===== src/rtl/core/ipc_pkg.sv =====
`timescale 1ns / 1ps
`default_nettype none

package ipc_pkg;

  // address shape
  localparam int unsigned V4_SEGMENTS   = 4;
  localparam int unsigned V4_MAX_DIGITS = 3;
  localparam int unsigned V4_MAX_VALUE  = 255;
  localparam int unsigned V6_GROUPS     = 8;
  localparam int unsigned V6_MAX_LENGTH = 4;

  localparam logic [7:0] CHAR_DOT   = 8'h2e;
  localparam logic [7:0] CHAR_COLON = 8'h3a;
  localparam logic [7:0] CHAR_ZERO  = 8'h30;

  localparam logic [1:0] VERDICT_IPV4    = 2'd0;
  localparam logic [1:0] VERDICT_IPV6    = 2'd1;
  localparam logic [1:0] VERDICT_NEITHER = 2'd2;

  typedef logic [1:0] verdict_t;

  typedef struct packed {
    logic       seen_dot;
    logic       seen_colon;
    logic       v4_valid;
    logic [2:0] v4_separator_count;
    logic [2:0] v4_digit_count;
    logic [8:0] v4_segment_value;
    logic       v4_first_is_zero;
    logic       v6_valid;
    logic [3:0] v6_separator_count;
    logic [2:0] v6_group_length;
  } ipc_state_t;

  localparam ipc_state_t STATE_RESET = '{
    seen_dot:           1'b0,
    seen_colon:         1'b0,
    v4_valid:           1'b1,
    v4_separator_count: 3'd0,
    v4_digit_count:     3'd0,
    v4_segment_value:   9'd0,
    v4_first_is_zero:   1'b0,
    v6_valid:           1'b1,
    v6_separator_count: 4'd0,
    v6_group_length:    3'd0
  };

endpackage

`default_nettype wire


===== src/rtl/core/ipc_step.sv =====
`timescale 1ns / 1ps
`default_nettype none

module ipc_step (
  input  wire ipc_pkg::ipc_state_t state_i,
  input  wire logic [7:0]          char_i,
  output ipc_pkg::ipc_state_t      state_o,
  output ipc_pkg::verdict_t        verdict_o
);

  logic        is_dec;
  logic        is_hex_letter;
  logic [11:0] seg_val;
  logic [3:0]  digit;

  always_comb begin
    is_dec        = char_i inside {[8'h30:8'h39]};
    is_hex_letter = char_i inside {[8'h61:8'h66], [8'h41:8'h46]};
    digit         = 4'(char_i - ipc_pkg::CHAR_ZERO);
    // segment * 10 as two shifts
    seg_val       = {state_i.v4_segment_value, 3'b000} + {2'b00, state_i.v4_segment_value, 1'b0}
                    + {8'd0, digit};
  end

  always_comb begin
    state_o = state_i;
    if (char_i == ipc_pkg::CHAR_DOT) begin
      state_o.seen_dot = 1'b1;
      if (state_i.v4_digit_count == 3'd0) state_o.v4_valid = 1'b0;
      if (state_i.v4_separator_count != 3'd7)
        state_o.v4_separator_count = state_i.v4_separator_count + 3'd1;
      if (state_o.v4_separator_count > 3'(ipc_pkg::V4_SEGMENTS - 1)) state_o.v4_valid = 1'b0;
      state_o.v4_digit_count   = 3'd0;
      state_o.v4_segment_value = 9'd0;
      state_o.v4_first_is_zero = 1'b0;
      state_o.v6_valid         = 1'b0;
    end else if (char_i == ipc_pkg::CHAR_COLON) begin
      state_o.seen_colon = 1'b1;
      state_o.v4_valid   = 1'b0;
      if (state_i.v6_group_length == 3'd0) state_o.v6_valid = 1'b0;
      if (state_i.v6_separator_count != 4'd15)
        state_o.v6_separator_count = state_i.v6_separator_count + 4'd1;
      if (state_o.v6_separator_count > 4'(ipc_pkg::V6_GROUPS - 1)) state_o.v6_valid = 1'b0;
      state_o.v6_group_length = 3'd0;
    end else if (is_dec || is_hex_letter) begin
      if (state_i.v6_group_length != 3'd7)
        state_o.v6_group_length = state_i.v6_group_length + 3'd1;
      if (state_o.v6_group_length > 3'(ipc_pkg::V6_MAX_LENGTH)) state_o.v6_valid = 1'b0;
      if (is_dec) begin
        if (state_i.v4_digit_count == 3'd0) begin
          state_o.v4_first_is_zero = (char_i == ipc_pkg::CHAR_ZERO);
        end else if (state_i.v4_first_is_zero) begin
          state_o.v4_valid = 1'b0;
        end
        if (state_i.v4_digit_count != 3'd7)
          state_o.v4_digit_count = state_i.v4_digit_count + 3'd1;
        if (state_o.v4_digit_count > 3'(ipc_pkg::V4_MAX_DIGITS)) state_o.v4_valid = 1'b0;
        // saturate one above the largest legal value
        if (seg_val > 12'(ipc_pkg::V4_MAX_VALUE)) begin
          state_o.v4_segment_value = 9'(ipc_pkg::V4_MAX_VALUE + 1);
          state_o.v4_valid         = 1'b0;
        end else begin
          state_o.v4_segment_value = seg_val[8:0];
        end
      end else begin
        state_o.v4_valid = 1'b0;
      end
    end else begin
      state_o.v4_valid = 1'b0;
      state_o.v6_valid = 1'b0;
    end
  end

  always_comb begin
    verdict_o = ipc_pkg::VERDICT_NEITHER;
    if (state_o.seen_dot) begin
      if (state_o.v4_valid
          && state_o.v4_separator_count == 3'(ipc_pkg::V4_SEGMENTS - 1)
          && state_o.v4_digit_count != 3'd0
          && state_o.v4_segment_value <= 9'(ipc_pkg::V4_MAX_VALUE))
        verdict_o = ipc_pkg::VERDICT_IPV4;
    end else if (state_o.seen_colon) begin
      if (state_o.v6_valid
          && state_o.v6_separator_count == 4'(ipc_pkg::V6_GROUPS - 1)
          && state_o.v6_group_length != 3'd0)
        verdict_o = ipc_pkg::VERDICT_IPV6;
    end
  end

endmodule

`default_nettype wire


===== src/rtl/core/ip_address_text_classifier.sv =====
`timescale 1ns / 1ps
`default_nettype none

// Classifies an address string sent one character per request, with in_is_last on the final
// character, as dotted IPv4 (verdict 0), colon-separated IPv6 (verdict 1) or neither (2).
// Exactly one result comes out per string: the last character passes the input register and its
// verdict is then registered in the output register, and the tracking state clears itself for the
// next string. One character is taken every cycle: a character sits in the input register and is
// folded into the state on the next edge, and the only hold-up is a last character whose verdict
// cannot move because the output register still holds an untaken verdict under out_stall.
module ip_address_text_classifier (
  input  wire logic       clk,
  input  wire logic       rst_n,
  input  wire logic       in_valid,
  output logic            in_stall,
  input  wire logic [7:0] in_char_code,
  input  wire logic       in_is_last,
  output logic            out_valid,
  input  wire logic       out_stall,
  output logic [1:0]      out_verdict
);

  logic                s1_vld_r;
  logic [7:0]          s1_char_r;
  logic                s1_last_r;
  ipc_pkg::ipc_state_t state_r;
  ipc_pkg::ipc_state_t state_nxt;
  ipc_pkg::verdict_t   verdict_nxt;
  logic                out_vld_r;
  ipc_pkg::verdict_t   out_verdict_r;
  logic                s1_adv;

  ipc_step u_step (
    .state_i   (state_r),
    .char_i    (s1_char_r),
    .state_o   (state_nxt),
    .verdict_o (verdict_nxt)
  );

  // a last character needs room in the output register
  assign s1_adv   = !(s1_last_r && out_vld_r && out_stall);
  assign in_stall = s1_vld_r && !s1_adv;

  always_ff @(posedge clk) begin
    if (!rst_n) begin
      s1_vld_r <= 1'b0;
    end else if (!in_stall) begin
      s1_vld_r <= in_valid;
    end
  end

  always_ff @(posedge clk) begin
    if (in_valid && !in_stall) begin
      s1_char_r <= in_char_code;
      s1_last_r <= in_is_last;
    end
  end

  always_ff @(posedge clk) begin
    if (!rst_n) begin
      state_r <= ipc_pkg::STATE_RESET;
    end else if (s1_vld_r && s1_adv) begin
      state_r <= s1_last_r ? ipc_pkg::STATE_RESET : state_nxt;
    end
  end

  always_ff @(posedge clk) begin
    if (!rst_n) begin
      out_vld_r <= 1'b0;
    end else if (s1_vld_r && s1_adv && s1_last_r) begin
      out_vld_r <= 1'b1;
    end else if (!out_stall) begin
      out_vld_r <= 1'b0;
    end
  end

  always_ff @(posedge clk) begin
    if (s1_vld_r && s1_adv && s1_last_r) begin
      out_verdict_r <= verdict_nxt;
    end
  end

  assign out_valid   = out_vld_r;
  assign out_verdict = out_verdict_r;

endmodule

`default_nettype wire


===== config.mk =====
export PLATFORM = sky130hd
export DESIGN_NAME = ip_address_text_classifier
export DESIGN_NICKNAME = d
export VERILOG_FILES = /design/src/rtl/core/ipc_pkg.sv /design/src/rtl/core/ipc_step.sv /design/src/rtl/core/ip_address_text_classifier.sv
export SDC_FILE = /design/constraint.sdc
export NUM_CORES = 1
export LEC_CHECK = 0
export ABC_CLOCK_PERIOD_IN_PS = 9000
export BUFFER_PORTS_ARGS = -buffer_cell sky130_fd_sc_hd__buf_2
export CAP_MARGIN = 20
export CELL_PAD_IN_SITES_DETAIL_PLACEMENT = 0
export CELL_PAD_IN_SITES_GLOBAL_PLACEMENT = 1
export CORE_ASPECT_RATIO = 0.5
export CORE_MARGIN = 2
export CORE_UTILIZATION = 51
export DETAILED_ROUTE_END_ITERATION = 6
export PLACE_DENSITY = 0.81
export SYNTH_ARGS = -nofsm -noshare
export SYNTH_HDL_FRONTEND = slang
export SYNTH_HIERARCHICAL = 1
export SYNTH_SLANG_ARGS = --single-unit

===== constraint.sdc =====
create_clock -name clk -period 9 [get_ports clk]
set_input_delay 1.8 -clock clk [delete_from_list [all_inputs] [get_ports clk]]
set_output_delay 1.8 -clock clk [all_outputs]
set_load 0.005 [all_outputs]

## Word level (Yosys, flattened, before mapping)

Index checks and enable logic that the tools add are counted.

- Register bits after elaboration: 40
- Latch bits: 0
- Bits in writable memories: 0
- ROM bits: 0
- Input port bits: 13
- Output and inout bits: 4
- Word-level logic and storage cells: 121
- Memories kept: 0

- Add/subtract/negate cells: 7
- Multiply operators: 0
- Div/mod/pow operators: 0
- $lt $le $gt $ge: 12
- Eq/ne operators: 11
- Shift-type cells: 0
- Mux-type cells: 50
- Bitwise logic cells: 0
- Reductions and logical operators: 26

Operators by type and width:

| operator | number |
|---|---|
| 2-to-1 mux 3 bit | 14 |
| 2-to-1 mux 13 bit | 3 |
| 2-to-1 mux 27 bit | 1 |
| == test 8 x 6 -> 1 bit, second input constant | 3 |
| 2-to-1 mux 1 bit | 21 |
| >= comparator 8 x 7 -> 1 bit, second input constant | 2 |
| <= comparator 8 x 7 -> 1 bit, second input constant | 2 |
| 2-to-1 mux 4 bit | 4 |
| nonzero test 3 bit | 5 |
| logical AND 1 bit | 14 |
| 2-to-1 mux 14 bit | 1 |
| adder 12 x 10 -> 12 bit | 1 |
| adder 12 x 4 -> 12 bit | 1 |
| greater-than comparator 12 x 8 -> 1 bit, second input constant | 1 |
| adder 3 x 1 -> 3 bit, second input constant | 3 |
| <= comparator 9 x 8 -> 1 bit, second input constant | 1 |
| 2-to-1 mux 9 bit | 1 |
| != test 3 bit, second input constant | 3 |
| >= comparator 8 x 6 -> 1 bit, second input constant | 1 |
| <= comparator 8 x 6 -> 1 bit, second input constant | 1 |
| 2-to-1 mux 2 bit | 4 |
| 2-to-1 mux 7 bit | 1 |
| greater-than comparator 3 x 2 -> 1 bit, second input constant | 2 |
| logical NOT 3 bit | 2 |
| 13 further kinds | 14 |

## Longest topological paths before layout

- Depth in word-level cells: 19
- Depth in mapped cells: 11
- Gate-level depth less buffers: 11

## Cells and area by module

The synthesis kept the hierarchy.

Modules (own cells, without submodules):

| module | times used | cells each | area each (um^2) |
|---|---|---|---|
| ipc_step | 1 | 171 | 1313.8 |
| ip_address_text_classifier | 1 | 87 | 1271.2 |

## Worst setup path after synthesis

OpenSTA, ideal clock, no wires.

- Path type: input to output
- From: input out_stall
- To: output in_stall
- Arrival: 2033 ps
- Setup slack: 5167 ps
- Cell stages on the path: 2
- Path buffers: 0
- Path through: nand2_1 > nor2_1

- Cells in the longest elaborated chain, start to end: 2

RTL lines:

| what | line | RTL |
|---|---|---|
| start: declaration | ip_address_text_classifier.sv:19 | `input wire logic out_stall,` |
| logical AND 1 bit | ip_address_text_classifier.sv:41 | `assign s1_adv = !(s1_last_r && out_vld_r && out_stall);` |
| logical AND 1 bit | ip_address_text_classifier.sv:42 | `assign in_stall = s1_vld_r && !s1_adv;` |
| end: declaration | ip_address_text_classifier.sv:15 | `output logic in_stall,` |

No other way between the ends.

## Final worst setup path

Ends and elaborated chain as after synthesis.

==> impl_metrics.sql <==
INSERT INTO impl_metrics (metric_group, metric, value, unit) VALUES
('routing', 'drt_wl_total', '5.04', 'mm'),
('min_path', 'hold_path_class', 'reg2reg', ''),
('setup_path', 'critPathLaunchType', 'primary input', ''),
('timing', 'hold_viol_final', '0', ''),
('routing', 'remaining_drc_errors', '0', ''),
('setup_path', 'criticalPathCategory', 'in2out', ''),
('setup_path', 'worstReg2RegEnd', 'out_verdict[1]$_DFFE_PP_', ''),
('routing', 'avgViaCountPerCell', '5.77', ''),
('die', 'die-width', '105', 'um'),
('min_path', 'worstHoldPathCells', '1', ''),
('placed_design', 'buffer_ports.inserted', '16', ''),
('run_status', 'status', 'complete, no violations', ''),
('timing', 'worstMarginPinSlew', '1070', 'ps'),
('routing', 'via_count', '1992', ''),
('setup_path', 'crit-reg2reg-launch', 's1_char_r[2]$_DFFE_PP_', ''),
('clock_network', 'h_tree_levels', '2', ''),
('die', 'initial_utilization', '52.7', '%'),
('clock_network', 'buffers_from_clock_root_to_sink_at_most', '2', ''),
('yosys', 'synthCells', '258', ''),
('routing', 'ant_nets', '0', ''),
('finish', 'diode_insertion_count_for_antenna_repair', '0', ''),
('setup_path', 'cp_data_required_time', '7200', 'ps'),
('timing', 'finalSetupViolations', '0', ''),
('finish', 'fraction_of_final_layout_cells_with_drive_strength_greater_than_1', '13.5', '%'),
('placed_design', 'hpwlAfterDp', '3.68', 'mm'),
('finish', 'layout.cells.most_common', 'a22o_1', ''),
('clock_network', 'clk_latency', '290', 'ps'),
('placed_design', 'finalWeightedCongestion', '0.841', ''),
('yosys', 'syn_avg_cell_area', '10.0', 'sq um'),
('yosys', 'ys_async_sr_fraction', '0', '%'),
('timing', 'rsz_0062_raised_after_global_routing', 'false', ''),
('global_routing', 'wire_length_of_the_first_global_routing_pass', '8.58', 'mm'),
('die', 'fp.coreArea', '4910', 'sq um'),
('global_routing', 'overflow', '0', ''),
('clock_network', 'clock_tree.root_cell', 'clkbuf_8', ''),
('global_routing', 'combined_global_route_utilization_of_all_metal_layers', '19.0', '%'),
('finish', 'nFillCells', '471', ''),
('power', 'power_leakage', '1.17', 'nW'),
('setup_path', 'cp.arrival', '2270', 'ps'),
('yosys', 'post_synth_num_cell_types', '60', ''),
('global_routing', 'grt_pass1_vias', '1890', ''),
('die', 'io_pins', '17', ''),
('finish', 'highest_count_cells_in_the_layout_ignoring_fill_and_taps', 'a22o_1 (31), dfxtp_1 (29), ha_1 (23), nor2_1 (18)', ''),
('timing', 'clock.fmax', '246', 'MHz'),
('routing', 'drt_iter0_drc', '63', ''),
('timing', 'maxSlewViolCount', '0', ''),
('power', 'power_density', '117', 'nW/um^2'),
('setup_path', 'worst-r2r-setup-slack', '5700', 'ps'),
('yosys', 'synth_seq_cells', '40', ''),
('clock_network', 'clkSinkCount', '40', ''),
('global_routing', 'antenna_found_initial', '0', ''),
('die', 'die_height', '54.3', 'um'),
('finish', 'syn2layout_area_growth', '7.65', '%'),
('finish', 'final_net_count', '312', ''),
('setup_path', 'reg2reg_depth', '9', ''),
('yosys', 'synthFlopType', 'dfxtp_1', ''),
('min_path', 'min-delay-start', 'state_r[25]$_SDFFE_PN0P_', ''),
('routing', 'wl_per_cell', '14.6', 'um'),
('timing', 'timing.final.crit_share', '45.2', '%'),
('setup_path', 'crit_path_end_kind', 'primary output', ''),
('yosys', 'synth-warning-count', '6', ''),
('die', 'core.rowCount', '18', ''),
('setup_path', 'worstSetupStartpoint', 'out_stall', ''),
('timing', 'timing.setup.tns', '0', 'ps'),
('min_path', 'min_to', 'state_r[25]$_SDFFE_PN0P_', ''),
('clock_network', 'cts.repair.resized', '0', ''),
('yosys', 'synth_edf_count', '11', ''),
('yosys', 'syn-cell-area', '2580', 'sq um'),
('clock_network', 'cts_inserted_buffers', '5', ''),
('clock_network', 'clk_pin_slew_worst_paths', '70', 'ps'),
('clock_network', 'cts_setup_buffers', '0', ''),
('yosys', 'postSynthNetCount', '296', ''),
('clock_network', 'tritoncts', 'done', ''),
('timing', 'slew_headroom', '28.6', '%'),
('routing', 'drt_pass1_iterations', '4', ''),
('finish', 'post-route-util', '56.7', '%'),
('timing', 'final_min_period', '4070', 'ps'),
('power', 'largest_voltage_drop_on_the_vdd_net', '0.0726', 'mV'),
('job', 'drv.max_cap_violation_count', '0', ''),
('setup_path', 'worstPathMaxFanout', '3', ''),
('clock_network', 'cts-hold-fix-buffers', '0', ''),
('timing', 'clock_skew', '8.80', 'ps'),
('yosys', 'synth_seq_area_share', '35.2', '%'),
('global_routing', 'grt_max_degree', '28', ''),
('die', 'die_outline_area', '5690', 'sq um');
logic make-up (layout without fill, tap and decap cells):
group | after synthesis | after routing | synth area share, %
XOR/XNOR | 9 | 9 | 3.05
AND/OR/NAND/NOR | 72 | 72 | 16.6
flip-flops | 40 | 40 | 35.2
multiplexers | 8 | 8 | 3.39
buffers and inverters | 21 | 38 | 4.26
adder cells (fa/ha/maj) | 25 | 25 | 12.7
AO/OA/AOI/OAI | 83 | 83 | 24.8
area by class of cell:
| cell class | instances | area, sq um | share of cell area (%) |
|---|---|---|---|
| tap | 70 | 87.6 | 3.15 |
| clock inverter | 3 | 18.8 | 0.674 |
| inverter | 14 | 52.6 | 1.89 |
| multi-input combinational | 197 | 1560 | 56.2 |
| sequential | 40 | 911 | 32.7 |
| clock buffer | 5 | 68.8 | 2.47 |
| timing repair buffer | 16 | 80.1 | 2.88 |
critical path, cell delays in order:
cell and delay (ps):
buf_2 100, nand2_1 70, nor2_1 170, buf_2 140
stage by stage:
stage / std cells / hold WS [ps] / setup WS (ps) / power [mW] / area (sq um)
after floorplan: 258 / 448 / 5170 / 0.208 / 2580
after global placement: 337 / 474 / 4940 / 0.213 / 2700
after detailed placement: 337 / 478 / 4920 / 0.214 / 2700
after CTS: 345 / 496 / 4920 / 0.329 / 2780
after global routing: 345 / 515 / 4850 / 0.340 / 2780
final: 345 / 497 / 4930 / 0.325 / 2780
worst max path at each step:
stage,to,slack [ps],cells past startpoint
after global placement,in_stall,4940,4
after global routing,in_stall,4850,4
after detailed placement,in_stall,4920,4
final,in_stall,4930,4
after CTS,in_stall,4920,4
after floorplan,in_stall,5170,2
synthesized netlist by cell type, drive strengths merged, types with 3 or more instances:
cell type	count	share of area (%)
a22o	31	11
dfxtp	29	22
ha	23	11
nor2	20	3.3
a21oi	17	3.4
inv	14	2.0
edfxtp	11	13
nand2	9	1.4
o21ai	8	1.5
nand3	7	1.4
xnor2	7	2.4
buf	6	2.1
mux2i	5	1.9
nor2b	5	1.2
a21o	4	1.2
nand2b	4	0.97
a21boi	3	0.87
and2	3	0.73
mux2	3	1.5
nand4	3	0.73
nor4b	3	1.6
o32ai	3	1.0
report_power, final:
| group | switching [mW] | internal, mW | leakage [nW] | total [mW] |
|---|---|---|---|---|
| Combinational | 0.0109 | 0.00686 | 0.776 | 0.0177 |
| Sequential | 0.00345 | 0.188 | 0.341 | 0.192 |
| Clock | 0.0616 | 0.0540 | 0.0479 | 0.116 |
| Total | 0.0759 | 0.249 | 1.17 | 0.325 |
registers in the layout, indices dropped and copies added (netlist names):
register,cells
s1_char_r,8
s1_vld_r,1
out_valid,1
out_verdict,2
s1_last_r,1
state_r,27
metal layers:
metal / GRT usage [%] / part of all wire, % / vias up
met5: 0 / 0 / -
met4: 4.67 / 0.77 / 0
met3: 3.93 / 2.3 / 7
met2: 33.4 / 45 / 17
met1: 24.7 / 52 / 957
li1: - / - / 1011
(Power assumes the default switching activity.)
